===== config.mk =====
export PLATFORM = sky130hd
export DESIGN_NAME = stable_priority_queue_with_removal_unit
export DESIGN_NICKNAME = d
export VERILOG_FILES = /design/src/hdl/spq_pkg.sv /design/src/hdl/spq_mem.sv /design/src/hdl/spq_ctrl.sv /design/src/hdl/stable_priority_queue_with_removal_unit.sv
export SDC_FILE = /design/constraint.sdc
export NUM_CORES = 2
export LEC_CHECK = 0
export BUFFER_PORTS_ARGS = -buffer_cell sky130_fd_sc_hd__clkbuf_2
export CAP_MARGIN = 20
export CORE_AREA = 8 8 528 530
export CTS_CLUSTER_DIAMETER = 60
export DETAILED_ROUTE_END_ITERATION = 6
export DIE_AREA = 0 0 536 538
export HOLD_SLACK_MARGIN = 0.05
export PLACE_DENSITY = 0.73
export SETUP_SLACK_MARGIN = 0.02
export SLEW_MARGIN = 25
export SYNTH_ARGS = -nofsm -noshare
export SYNTH_HDL_FRONTEND = slang
export SYNTH_HIERARCHICAL = 1
export SYNTH_SLANG_ARGS = --single-unit

===== constraint.sdc =====
create_clock -name clk -period 6.44 [get_ports clk]
set_clock_uncertainty 0.05 [all_clocks]
set_input_delay 1.288 -clock clk [delete_from_list [all_inputs] [get_ports clk]]
set_output_delay 1.288 -clock clk [all_outputs]
set_load 0.02 [all_outputs]

===== src/hdl/spq_pkg.sv =====
// Shared types and codes for the stable priority queue with removal.
// No dependencies; used by every module of the block.
package spq_pkg;

  localparam logic [1:0] REQ_INSERT = 2'd0;
  localparam logic [1:0] REQ_REMOVE = 2'd1;
  localparam logic [1:0] REQ_FIND   = 2'd2;
  localparam logic [1:0] REQ_READ   = 2'd3;

  localparam logic [1:0] ST_OK       = 2'd0;
  localparam logic [1:0] ST_NOTFOUND = 2'd1;
  localparam logic [1:0] ST_EMPTY    = 2'd2;
  localparam logic [1:0] ST_FULL     = 2'd3;

  typedef struct packed {
    logic [1:0]  req_type;
    logic [15:0] patient_id;
    logic [7:0]  severity;
    logic [31:0] arrival_time;
    logic [6:0]  read_position;
  } in_item_t;

  typedef struct packed {
    logic [1:0]  status;
    logic [6:0]  position;
    logic [15:0] out_id;
    logic [7:0]  out_severity;
    logic [31:0] out_arrival;
    logic [6:0]  occupancy;
  } out_item_t;

  typedef struct packed {
    logic [15:0] id;
    logic [7:0]  sev;
    logic [31:0] arr;
  } entry_t;

endpackage


===== src/hdl/spq_mem.sv =====
// Single-port-write, single-port-read entry memory with registered read data.
// Depends on spq_pkg for the entry type.
module spq_mem import spq_pkg::*; #(
  parameter int QUEUE_DEPTH = 64
) (
  input  logic                           clk,
  input  logic                           wr_en,
  input  logic [$clog2(QUEUE_DEPTH)-1:0] wr_addr,
  input  entry_t                         wr_data,
  input  logic [$clog2(QUEUE_DEPTH)-1:0] rd_addr,
  output entry_t                         rd_data
);

  entry_t mem [QUEUE_DEPTH];
  entry_t rd_data_r;

  always_ff @(posedge clk) begin
    if (wr_en) begin
      mem[wr_addr] <= wr_data;
    end
    rd_data_r <= mem[rd_addr];
  end

  assign rd_data = rd_data_r;

endmodule


===== src/hdl/spq_ctrl.sv =====
// Request sequencer: walks the entry memory to insert, remove, find and read.
// Depends on spq_pkg; drives the memory ports of spq_mem.
module spq_ctrl import spq_pkg::*; #(
  parameter int QUEUE_DEPTH = 64
) (
  input  logic                           clk,
  input  logic                           rst_n,
  input  logic                           req_valid,
  input  in_item_t                       req_item,
  output logic                           busy,
  output logic                           res_valid,
  output out_item_t                      res_item,
  input  logic                           res_ready,
  output logic                           wr_en,
  output logic [$clog2(QUEUE_DEPTH)-1:0] wr_addr,
  output entry_t                         wr_data,
  output logic [$clog2(QUEUE_DEPTH)-1:0] rd_addr,
  input  entry_t                         rd_data
);

  localparam int AW = $clog2(QUEUE_DEPTH);
  localparam int CW = $clog2(QUEUE_DEPTH + 1);

  localparam logic [3:0] S_IDLE    = 4'd0;
  localparam logic [3:0] S_INS_RD  = 4'd1;
  localparam logic [3:0] S_INS_CMP = 4'd2;
  localparam logic [3:0] S_SCN_RD  = 4'd3;
  localparam logic [3:0] S_SCN_CMP = 4'd4;
  localparam logic [3:0] S_SHF_RD  = 4'd5;
  localparam logic [3:0] S_SHF_WR  = 4'd6;
  localparam logic [3:0] S_RDP_RD  = 4'd7;
  localparam logic [3:0] S_RDP_CMP = 4'd8;
  localparam logic [3:0] S_DONE    = 4'd9;

  logic [3:0]    state_r, state_nxt;
  logic [CW-1:0] cur_r, cur_nxt;
  logic [CW-1:0] fill_r, fill_nxt;
  in_item_t      req_r, req_nxt;
  logic [1:0]    stat_r, stat_nxt;
  logic [CW-1:0] pos_r, pos_nxt;
  entry_t        ent_r, ent_nxt;
  entry_t        new_ent;
  logic          goes_after;

  assign new_ent = '{id: req_r.patient_id, sev: req_r.severity, arr: req_r.arrival_time};
  // The stored entry sorts strictly behind the new one.
  assign goes_after = (rd_data.sev < req_r.severity) ||
                      ((rd_data.sev == req_r.severity) && (rd_data.arr > req_r.arrival_time));

  always_comb begin
    state_nxt = state_r;
    cur_nxt   = cur_r;
    fill_nxt  = fill_r;
    req_nxt   = req_r;
    stat_nxt  = stat_r;
    pos_nxt   = pos_r;
    ent_nxt   = ent_r;
    wr_en     = 1'b0;
    wr_addr   = cur_r[AW-1:0];
    wr_data   = rd_data;
    rd_addr   = cur_r[AW-1:0];
    unique case (state_r)
      S_IDLE: begin
        if (req_valid) begin
          req_nxt  = req_item;
          stat_nxt = ST_OK;
          pos_nxt  = '0;
          ent_nxt  = '0;
          if (req_item.req_type == REQ_INSERT) begin
            if (fill_r == CW'(QUEUE_DEPTH)) begin
              stat_nxt  = ST_FULL;
              state_nxt = S_DONE;
            end else begin
              cur_nxt   = fill_r;
              state_nxt = S_INS_RD;
            end
          end else if (fill_r == '0) begin
            stat_nxt  = ST_EMPTY;
            state_nxt = S_DONE;
          end else if (req_item.req_type == REQ_READ) begin
            if ((req_item.read_position == 7'd0) ||
                (32'(req_item.read_position) > 32'(fill_r))) begin
              stat_nxt  = ST_NOTFOUND;
              state_nxt = S_DONE;
            end else begin
              cur_nxt   = CW'(32'(req_item.read_position) - 32'd1);
              state_nxt = S_RDP_RD;
            end
          end else begin
            cur_nxt   = '0;
            state_nxt = S_SCN_RD;
          end
        end
      end
      S_INS_RD: begin
        rd_addr = AW'(cur_r - CW'(1));
        if (cur_r == '0) begin
          wr_en     = 1'b1;
          wr_addr   = '0;
          wr_data   = new_ent;
          pos_nxt   = CW'(1);
          ent_nxt   = new_ent;
          fill_nxt  = fill_r + CW'(1);
          state_nxt = S_DONE;
        end else begin
          state_nxt = S_INS_CMP;
        end
      end
      S_INS_CMP: begin
        wr_en = 1'b1;
        if (goes_after) begin
          // Move the entry one slot back and keep walking towards the head.
          cur_nxt   = cur_r - CW'(1);
          state_nxt = S_INS_RD;
        end else begin
          wr_data   = new_ent;
          pos_nxt   = cur_r + CW'(1);
          ent_nxt   = new_ent;
          fill_nxt  = fill_r + CW'(1);
          state_nxt = S_DONE;
        end
      end
      S_SCN_RD: begin
        if (cur_r == fill_r) begin
          stat_nxt  = ST_NOTFOUND;
          state_nxt = S_DONE;
        end else begin
          state_nxt = S_SCN_CMP;
        end
      end
      S_SCN_CMP: begin
        if (rd_data.id == req_r.patient_id) begin
          pos_nxt   = cur_r + CW'(1);
          ent_nxt   = rd_data;
          state_nxt = (req_r.req_type == REQ_REMOVE) ? S_SHF_RD : S_DONE;
        end else begin
          cur_nxt   = cur_r + CW'(1);
          state_nxt = S_SCN_RD;
        end
      end
      S_SHF_RD: begin
        rd_addr = AW'(cur_r + CW'(1));
        if ((cur_r + CW'(1)) >= fill_r) begin
          fill_nxt  = fill_r - CW'(1);
          state_nxt = S_DONE;
        end else begin
          state_nxt = S_SHF_WR;
        end
      end
      S_SHF_WR: begin
        wr_en     = 1'b1;
        cur_nxt   = cur_r + CW'(1);
        state_nxt = S_SHF_RD;
      end
      S_RDP_RD: begin
        state_nxt = S_RDP_CMP;
      end
      S_RDP_CMP: begin
        pos_nxt   = cur_r + CW'(1);
        ent_nxt   = rd_data;
        state_nxt = S_DONE;
      end
      S_DONE: begin
        if (res_ready) begin
          state_nxt = S_IDLE;
        end
      end
      default: begin
        state_nxt = S_IDLE;
      end
    endcase
  end

  always_ff @(posedge clk) begin
    if (!rst_n) begin
      state_r <= S_IDLE;
      fill_r  <= '0;
    end else begin
      state_r <= state_nxt;
      fill_r  <= fill_nxt;
    end
    cur_r  <= cur_nxt;
    req_r  <= req_nxt;
    stat_r <= stat_nxt;
    pos_r  <= pos_nxt;
    ent_r  <= ent_nxt;
  end

  assign busy      = (state_r != S_IDLE);
  assign res_valid = (state_r == S_DONE);
  assign res_item  = '{status:       stat_r,
                       position:     7'(pos_r),
                       out_id:       ent_r.id,
                       out_severity: ent_r.sev,
                       out_arrival:  ent_r.arr,
                       occupancy:    7'(fill_r)};

endmodule


===== src/hdl/stable_priority_queue_with_removal_unit.sv =====
// Top level of the stable priority queue with removal.
// Depends on spq_pkg, spq_mem and spq_ctrl.
//
// Usage: requests arrive on the in_ channel (in_valid, in_stall, in_item) and
// each produces exactly one result item on the out_ channel (out_valid,
// out_stall, out_item). An item moves when valid is high and stall is low.
// Entries are held in one memory in queue order, highest severity first and
// earlier arrival first within a severity; an insert goes behind equal entries.
// One request is handled at a time; in_stall stays high while it is worked on.
// Work per request, from acceptance to the result being presented:
//   failed request (full, empty, out of range): no walk of the memory
//   read position: one read of the addressed slot
//   insert: walks from the tail towards the head, moving each entry that sorts
//     behind the new one a slot back, then writes the new entry in its slot
//   find: scans from the head until the id matches or the entries run out
//   remove: the find, then shifts each later entry one slot towards the head
// The entry memory has registered read data: each compare or shift step
// reads an entry and then acts on it in the next cycle.
// The result sits in an output register; if the receiver stalls, the result
// waits there and the sequencer holds its finished item until it can move on.
// Reset empties the queue at once; the memory contents are not cleared.
module stable_priority_queue_with_removal_unit import spq_pkg::*; #(
  parameter int QUEUE_DEPTH = 64
) (
  input  logic      clk,
  input  logic      rst_n,
  input  logic      in_valid,
  output logic      in_stall,
  input  in_item_t  in_item,
  output logic      out_valid,
  input  logic      out_stall,
  output out_item_t out_item
);

  localparam int AW = $clog2(QUEUE_DEPTH);

  logic          busy;
  logic          res_valid;
  logic          res_ready;
  out_item_t     res_item;
  logic          wr_en;
  logic [AW-1:0] wr_addr;
  logic [AW-1:0] rd_addr;
  entry_t        wr_data;
  entry_t        rd_data;
  logic          out_valid_r, out_valid_nxt;
  out_item_t     out_item_r;

  spq_mem #(.QUEUE_DEPTH(QUEUE_DEPTH)) u_mem (
    .clk     (clk),
    .wr_en   (wr_en),
    .wr_addr (wr_addr),
    .wr_data (wr_data),
    .rd_addr (rd_addr),
    .rd_data (rd_data)
  );

  spq_ctrl #(.QUEUE_DEPTH(QUEUE_DEPTH)) u_ctrl (
    .clk       (clk),
    .rst_n     (rst_n),
    .req_valid (in_valid),
    .req_item  (in_item),
    .busy      (busy),
    .res_valid (res_valid),
    .res_item  (res_item),
    .res_ready (res_ready),
    .wr_en     (wr_en),
    .wr_addr   (wr_addr),
    .wr_data   (wr_data),
    .rd_addr   (rd_addr),
    .rd_data   (rd_data)
  );

  // The output register can take a new result when it is empty or draining.
  assign res_ready = !out_valid_r || !out_stall;

  always_comb begin
    out_valid_nxt = out_valid_r;
    if (res_valid && res_ready) begin
      out_valid_nxt = 1'b1;
    end else if (!out_stall) begin
      out_valid_nxt = 1'b0;
    end
  end

  always_ff @(posedge clk) begin
    if (!rst_n) begin
      out_valid_r <= 1'b0;
    end else begin
      out_valid_r <= out_valid_nxt;
    end
    if (res_valid && res_ready) begin
      out_item_r <= res_item;
    end
  end

  assign in_stall  = busy;
  assign out_valid = out_valid_r;
  assign out_item  = out_item_r;

endmodule


Word level (Yosys, flattened, before mapping)
Memory sizes are Yosys's and may differ from the RTL's. A register that Yosys moved wholly into a read port is not among the register bits. Cells that the tools add are included.

$add $sub $neg: 5. $lt $le $gt $ge: 4. Equality and inequality tests: 28. Multiplexer cells: 57. Reductions and logical operators: 24.

Operators with widths (count): 56-bit 2-to-1 mux (6); 56-bit case mux with 5 select lines (1); 56-bit case mux with 2 select lines (1); 7-bit 2-to-1 mux (15); 4-bit 2-to-1 mux (13); 4-bit case mux with 10 select lines (1); 7-bit case mux with 5 select lines (1); 32-bit greater-than comparator (1); 7-bit case mux with 4 select lines (1); 7-bit zero test (3); 7-bit case mux with 3 select lines (1); 7-bit by 1-bit subtractor with 7-bit output, second input constant (3); 16-bit equality test (1); 4-bit by 3-bit equality test with 1-bit output, second input constant (4); 7-bit by 1-bit adder with 7-bit output, second input constant (2); 2-bit by 1-bit != test with 1-bit output, second input constant (7); 2-bit 2-to-1 mux (6); 6-bit 2-to-1 mux (2); 6-bit case mux with 2 select lines (1); 4-bit by 2-bit equality test with 1-bit output, second input constant (2); 4-bit equality test, second input constant (2); 8-bit equality test (1); 8-bit less-than comparator (1); 4-bit nonzero test (2); 28 further kinds (40).

Register bits: 214. Memory bits (writable): 3584. Output and inout bits: 74. Word-level logic and storage cells: 138. Memories kept: 1.

Memory list: u_mem.mem (words 64, bits a word 56, rd ports 1, clocked after Yosys merged registers in 1, write ports 1, line spq_mem.sv:14) `entry_t mem [QUEUE_DEPTH];`.

Longest topological paths before layout
Depth after elaboration: 8. Gate-level depth with buffers: 14. Mapped depth without buffers: 12.

Cells and area by module
Netlist, hierarchy kept.

By module, submodules not included: spq_mem (times used 1, cells an instance 5949, area each 136968.9 um^2, seq. area each 108744.3 um^2); spq_ctrl (times used 1, cells an instance 786, area each 8655.8 um^2, seq. area each 4124.0 um^2); stable_priority_queue_with_removal_unit (times used 1, cells an instance 77, area each 2203.4 um^2, seq. area each 2182.1 um^2).

Least setup slack after synthesis
No wires, ideal clock.

Path kind: flip-flop to flip-flop. From: register u_ctrl.cur_r[0]. To: register u_ctrl.pos_r[0], enable pin. Arrival: 5.991 ns. Path slack: -0.163 ns. Cell stages (with the launch flop): 7. Path buffers: 0. Period minus slack after synthesis: 6.603 ns. Cell sequence: edfxtp_1 > inv_1 > ha_1 > or4b_4 > nor3_4 > o32ai_1 > nor3_1.

Longest elaborated chain between the ends: 3.

Ends and longest elaborated chain: start: declaration (line spq_ctrl.sv:36) `logic [CW-1:0] cur_r, cur_nxt;`; start signal: assignment (line spq_ctrl.sv:182) `cur_r <= cur_nxt;`; 7-bit zero test (line spq_ctrl.sv:97) `if (cur_r == '0) begin`; 2-bit by 1-bit != test with 1-bit output (no line); 5-bit AND reduction (no line); end signal: assignment (line spq_ctrl.sv:185) `pos_r <= pos_nxt;`; end: declaration (line spq_ctrl.sv:40) `logic [CW-1:0] pos_r, pos_nxt;`.

Every way passes these cells. A chain may end at the register's enable or synchronous reset.

Worst setup path in the final report
From: register u_ctrl.cur_r[2]. To: register, netlist name u_mem/rd_data[2].

Longest elaborated chain between the ends: 2. Elaborated cells on any way between the ends: 3. Those cells by class: add/sub: 2; mux: 1.

Ends and longest elaborated chain: 7-bit by 1-bit adder with 7-bit output / 7-bit by 1-bit subtractor with 7-bit output (equally long branches); 6-bit case mux with 2 select lines * (line spq_ctrl.sv:62) `unique case (state_r)`; via rd_addr[3] (line stable_priority_queue_with_removal_unit.sv:43) `logic [AW-1:0] rd_addr;`.

The timed path passes the listed nets; every way through them passes the cells marked *.

==> metrics.cfg <==
[global_route]
global_route.usage.met2_pct = 44.4
grt_remaining_overflow = 0
grt-busiest-layer = met2
global_route.usage.total_pct = 28.6
grt_max_degree = 130
use_met3_pct = 7.11
grt_first_pass_wirelength_mm = 582
gr-usage-met1_pct = 37.9
via_count_of_the_first_global_routing_pass = 76200
grt_antenna_before_repair = 18

[logic_synthesis]
yosys.cell_types.count = 77
share_of_synthesized_registers_carrying_an_async_set_or_reset_pct = 0
yosys.area.top_type_share_pct = 76.9
yosysTopAreaCell = sky130_fd_sc_hd__edfxtp_1
yosys_warnings = 6
postSynthAreaPerCell_um2 = 21.7
number_of_synthesized_flops_with_an_enable_pin = 3786
synth.cell_area_um2 = 148000
ys_ff_latch = 3854
yosys_most_used_dff = sky130_fd_sc_hd__edfxtp_1
yosysSeqAreaShare_pct = 77.8
ys_top_cells_by_area = sky130_fd_sc_hd__edfxtp_1, sky130_fd_sc_hd__mux4_2, sky130_fd_sc_hd__mux2i_1
synth_cells = 6812
postSynthNetCount = 6944

[timing]
final_hold_viol_count = 0
timing.final.setup_violations = 0
slew_headroom_pct = 15.1
setup_repair_after_global_routing_missed_its_margin = false
max_freq_mhz = 186
worstMarginPinSlew_ns = 1.26
timing.final.crit_share_pct = 83.3
timing.hold.ws_ns = 0.368
final_max_slew_viol_count = 0
period_needed_ns = 5.36
setup_total_negative_slack_ns = 0

[power]
vdd_ir_drop_max_mv = 0.523
seqPwrFrac_pct = 40.1
combinational_group_share_of_total_power_pct = 34.1
power.leakage_uw = 0.0531
sw_frac_of_total_pct = 33.5
power_per_cell_area_nw_per_um2 = 496
clockPowerShare_pct = 25.8
net-switching-power_uw = 27700
internal_power_uw = 55000

[floorplanning]
initial_utilization_pct = 54.8
die_h_um = 538
die-width_um = 536
dieArea_um2 = 288000
ioPinCount = 143
core_um2 = 270000
site_rows = 191

[route]
drt-vias-per-instance = 6.94
drt-pass1-iter-count = 7
finalWirelength_mm = 420
remaining_drcs = 1
antenna_left = 0
drtIter0Drc = 13000
dr_total_vias = 77000
drt-wirelength-per-cell_um = 37.8

[placed_design]
post_dp_cell_area_um2 = 155000
dpl.hpwl_mm = 233
buffer_ports.inserted = 142
place.gp.congestion = 0.903

[cts]
reg_clk_slew_reported_paths_ns = 0.06
ctsHoldBuffers = 0
cts.root.buffer_cell = sky130_fd_sc_hd__clkbuf_16
tritoncts = built
cts_inserted_buffers = 372
post_cts_resized = 0
clock_tree.htree_level_count = 5
clk_path_buf_depth = 4
postCtsSetupBuffers = 0
clkSinkCount = 3854
clock_latency_ns = 0.91

[worst_setup_path]
worst_setup_path_end_kind = flop
cp.required_ns = 7.22
startpoint_type = flop
reg2reg_depth = 10
worst-setup-path-type = flop to flop
critPathArrivalTime_ns = 6.14
crit_path_max_fanout = 22

[worst_hold_path]
min_delay_path_depth = 0
worstHoldPathType = flop to flop

[outcome]
failed_checks = design-rule violations
run_status = finished with violations

[cells_and_area]
layout.filler_cells = 17600
finish.net_count = 7360
area_overhead_vs_synth_pct = 12.7
fin_area_um2 = 167000
share_of_post_route_cells_with_drive_strength_above_1_pct = 25.9

[run]
maxCapViolCount = 0

[flip-flops by register name, summed over array words and instances (netlist names), 4 cells and up]
signal,cells
out_item,72
u_ctrl/cur_r,7
u_ctrl/fill_r,7
u_ctrl/new_ent,56
u_ctrl/pos_r,7
u_ctrl/res_item,56
u_ctrl/state_r,4
u_mem/mem,3584
u_mem/rd_data,56
[per-layer routing]
metal	wire length [um]	vias to the layer above
li1	-	29700
met1	142000	39900
met2	194000	6228
met3	55800	1210
met4	28000	12
met5	74	-
[through the flow]
step           setup slack (ns)  utilization [%]  total power, uW  cells
6_report                   1.08             61.8            82700  11100
5_1_grt                    1.19             61.8            84800  11100
2_1_floorplan              1.30                -            51800   6812
3_5_place_dp               1.36             57.3            61200  10400
4_1_cts                    1.35             61.7            82300  11100
3_3_place_gp              0.639             57.3            60600  10400
[path summary, 6_finish.rpt]
kind                             from                to  slack [ns]
setup reg to reg      u_ctrl/cur_r[2]  u_mem/rd_data[2]        1.08
hold / removal    u_ctrl/res_item[58]      out_item[58]        0.37
hold reg to reg   u_ctrl/res_item[58]      out_item[58]        0.37
setup / recovery      u_ctrl/cur_r[2]  u_mem/rd_data[2]        1.08
[synth_stat cells, drive strengths merged (18+ instances only)]
master     n
and2      39
mux4     803
o21ai     82
o22ai    255
nand3     43
nor3      18
clkbuf   141
a21oi     88
mux2i    222
a311oi    22
o21a      37
xnor2     30
o221ai    61
a211oi    41
nor4      40
mux2      87
nor2b     20
edfxtp  3786
nand2    111
a22oi     77
nand4     40
inv       63
dfxtp     68
a21o      62
nor2     120
ha        62
buf      240
[worst max-delay path: stages, from the launching register on]
cell	delay, ns
sky130_fd_sc_hd__edfxtp_1	1.04
sky130_fd_sc_hd__and3_1	0.38
sky130_fd_sc_hd__mux2i_1	0.10
sky130_fd_sc_hd__nor2_1	0.28
sky130_fd_sc_hd__xor2_4	0.49
sky130_fd_sc_hd__buf_4	0.38
sky130_fd_sc_hd__or3_2	0.65
sky130_fd_sc_hd__buf_4	0.44
sky130_fd_sc_hd__o22ai_1	0.16
sky130_fd_sc_hd__nor4_1	1.09
sky130_fd_sc_hd__o21a_1	0.19
[cells in the final DEF, fill, tap and decap left out, drive strengths merged, types with 12 or more instances in the layout]
cell,count
a211oi,41
a21o,62
a21oi,88
a22oi,77
a311oi,22
and2,39
and3,13
buf,282
bufinv,31
clkbuf,593
clkinv,167
dfxtp,68
edfxtp,3786
ha,62
inv,74
mux2,87
mux2i,222
mux4,803
nand2,111
nand2b,13
nand3,43
nand4,40
nor2,120
nor2b,20
nor3,18
nor4,40
o21a,37
o21ai,82
o221ai,61
o22ai,255
or3,12
xnor2,30
xor2,12
[area by class of cell]
class	count	area [um^2]	share of cell area, %
clock inverters	219	1930	1.16
clock buffers	451	9860	5.91
flip-flops and latches	3854	115000	69.0
inverters	63	241	0.145
repair buffers	424	3780	2.27
diodes	10	25.0	0.0150
well taps	3570	4470	2.68
multi-input cells	2513	31300	18.8
[power groups by stage]
stage               registers [uW]  clock network (uW)  logic (uW)
floorplan                    33300                   0       18400
global placement             33700                   0       26900
detailed placement           33700                   0       27500
CTS                          33200               21500       27700
global route                 33200               22400       29200
finish                       33200               21300       28200
[cells by family (layout without fill, tap and decap cells)]
group | Yosys count | after routing | synth area share, %
adders and majority gates | 63 | 63 | 0.538
other | 0 | 10 | 0
muxes | 1112 | 1112 | 14.4
buffers and inverters | 445 | 1157 | 1.58
and+or+nand+nor | 496 | 496 | 1.70
xor gates and xnor gates | 42 | 42 | 0.249
AOI/OAI and AO/OA | 800 | 800 | 3.70
DFF | 3854 | 3854 | 77.8
Note: power is estimated with default switching activity, not from simulation.
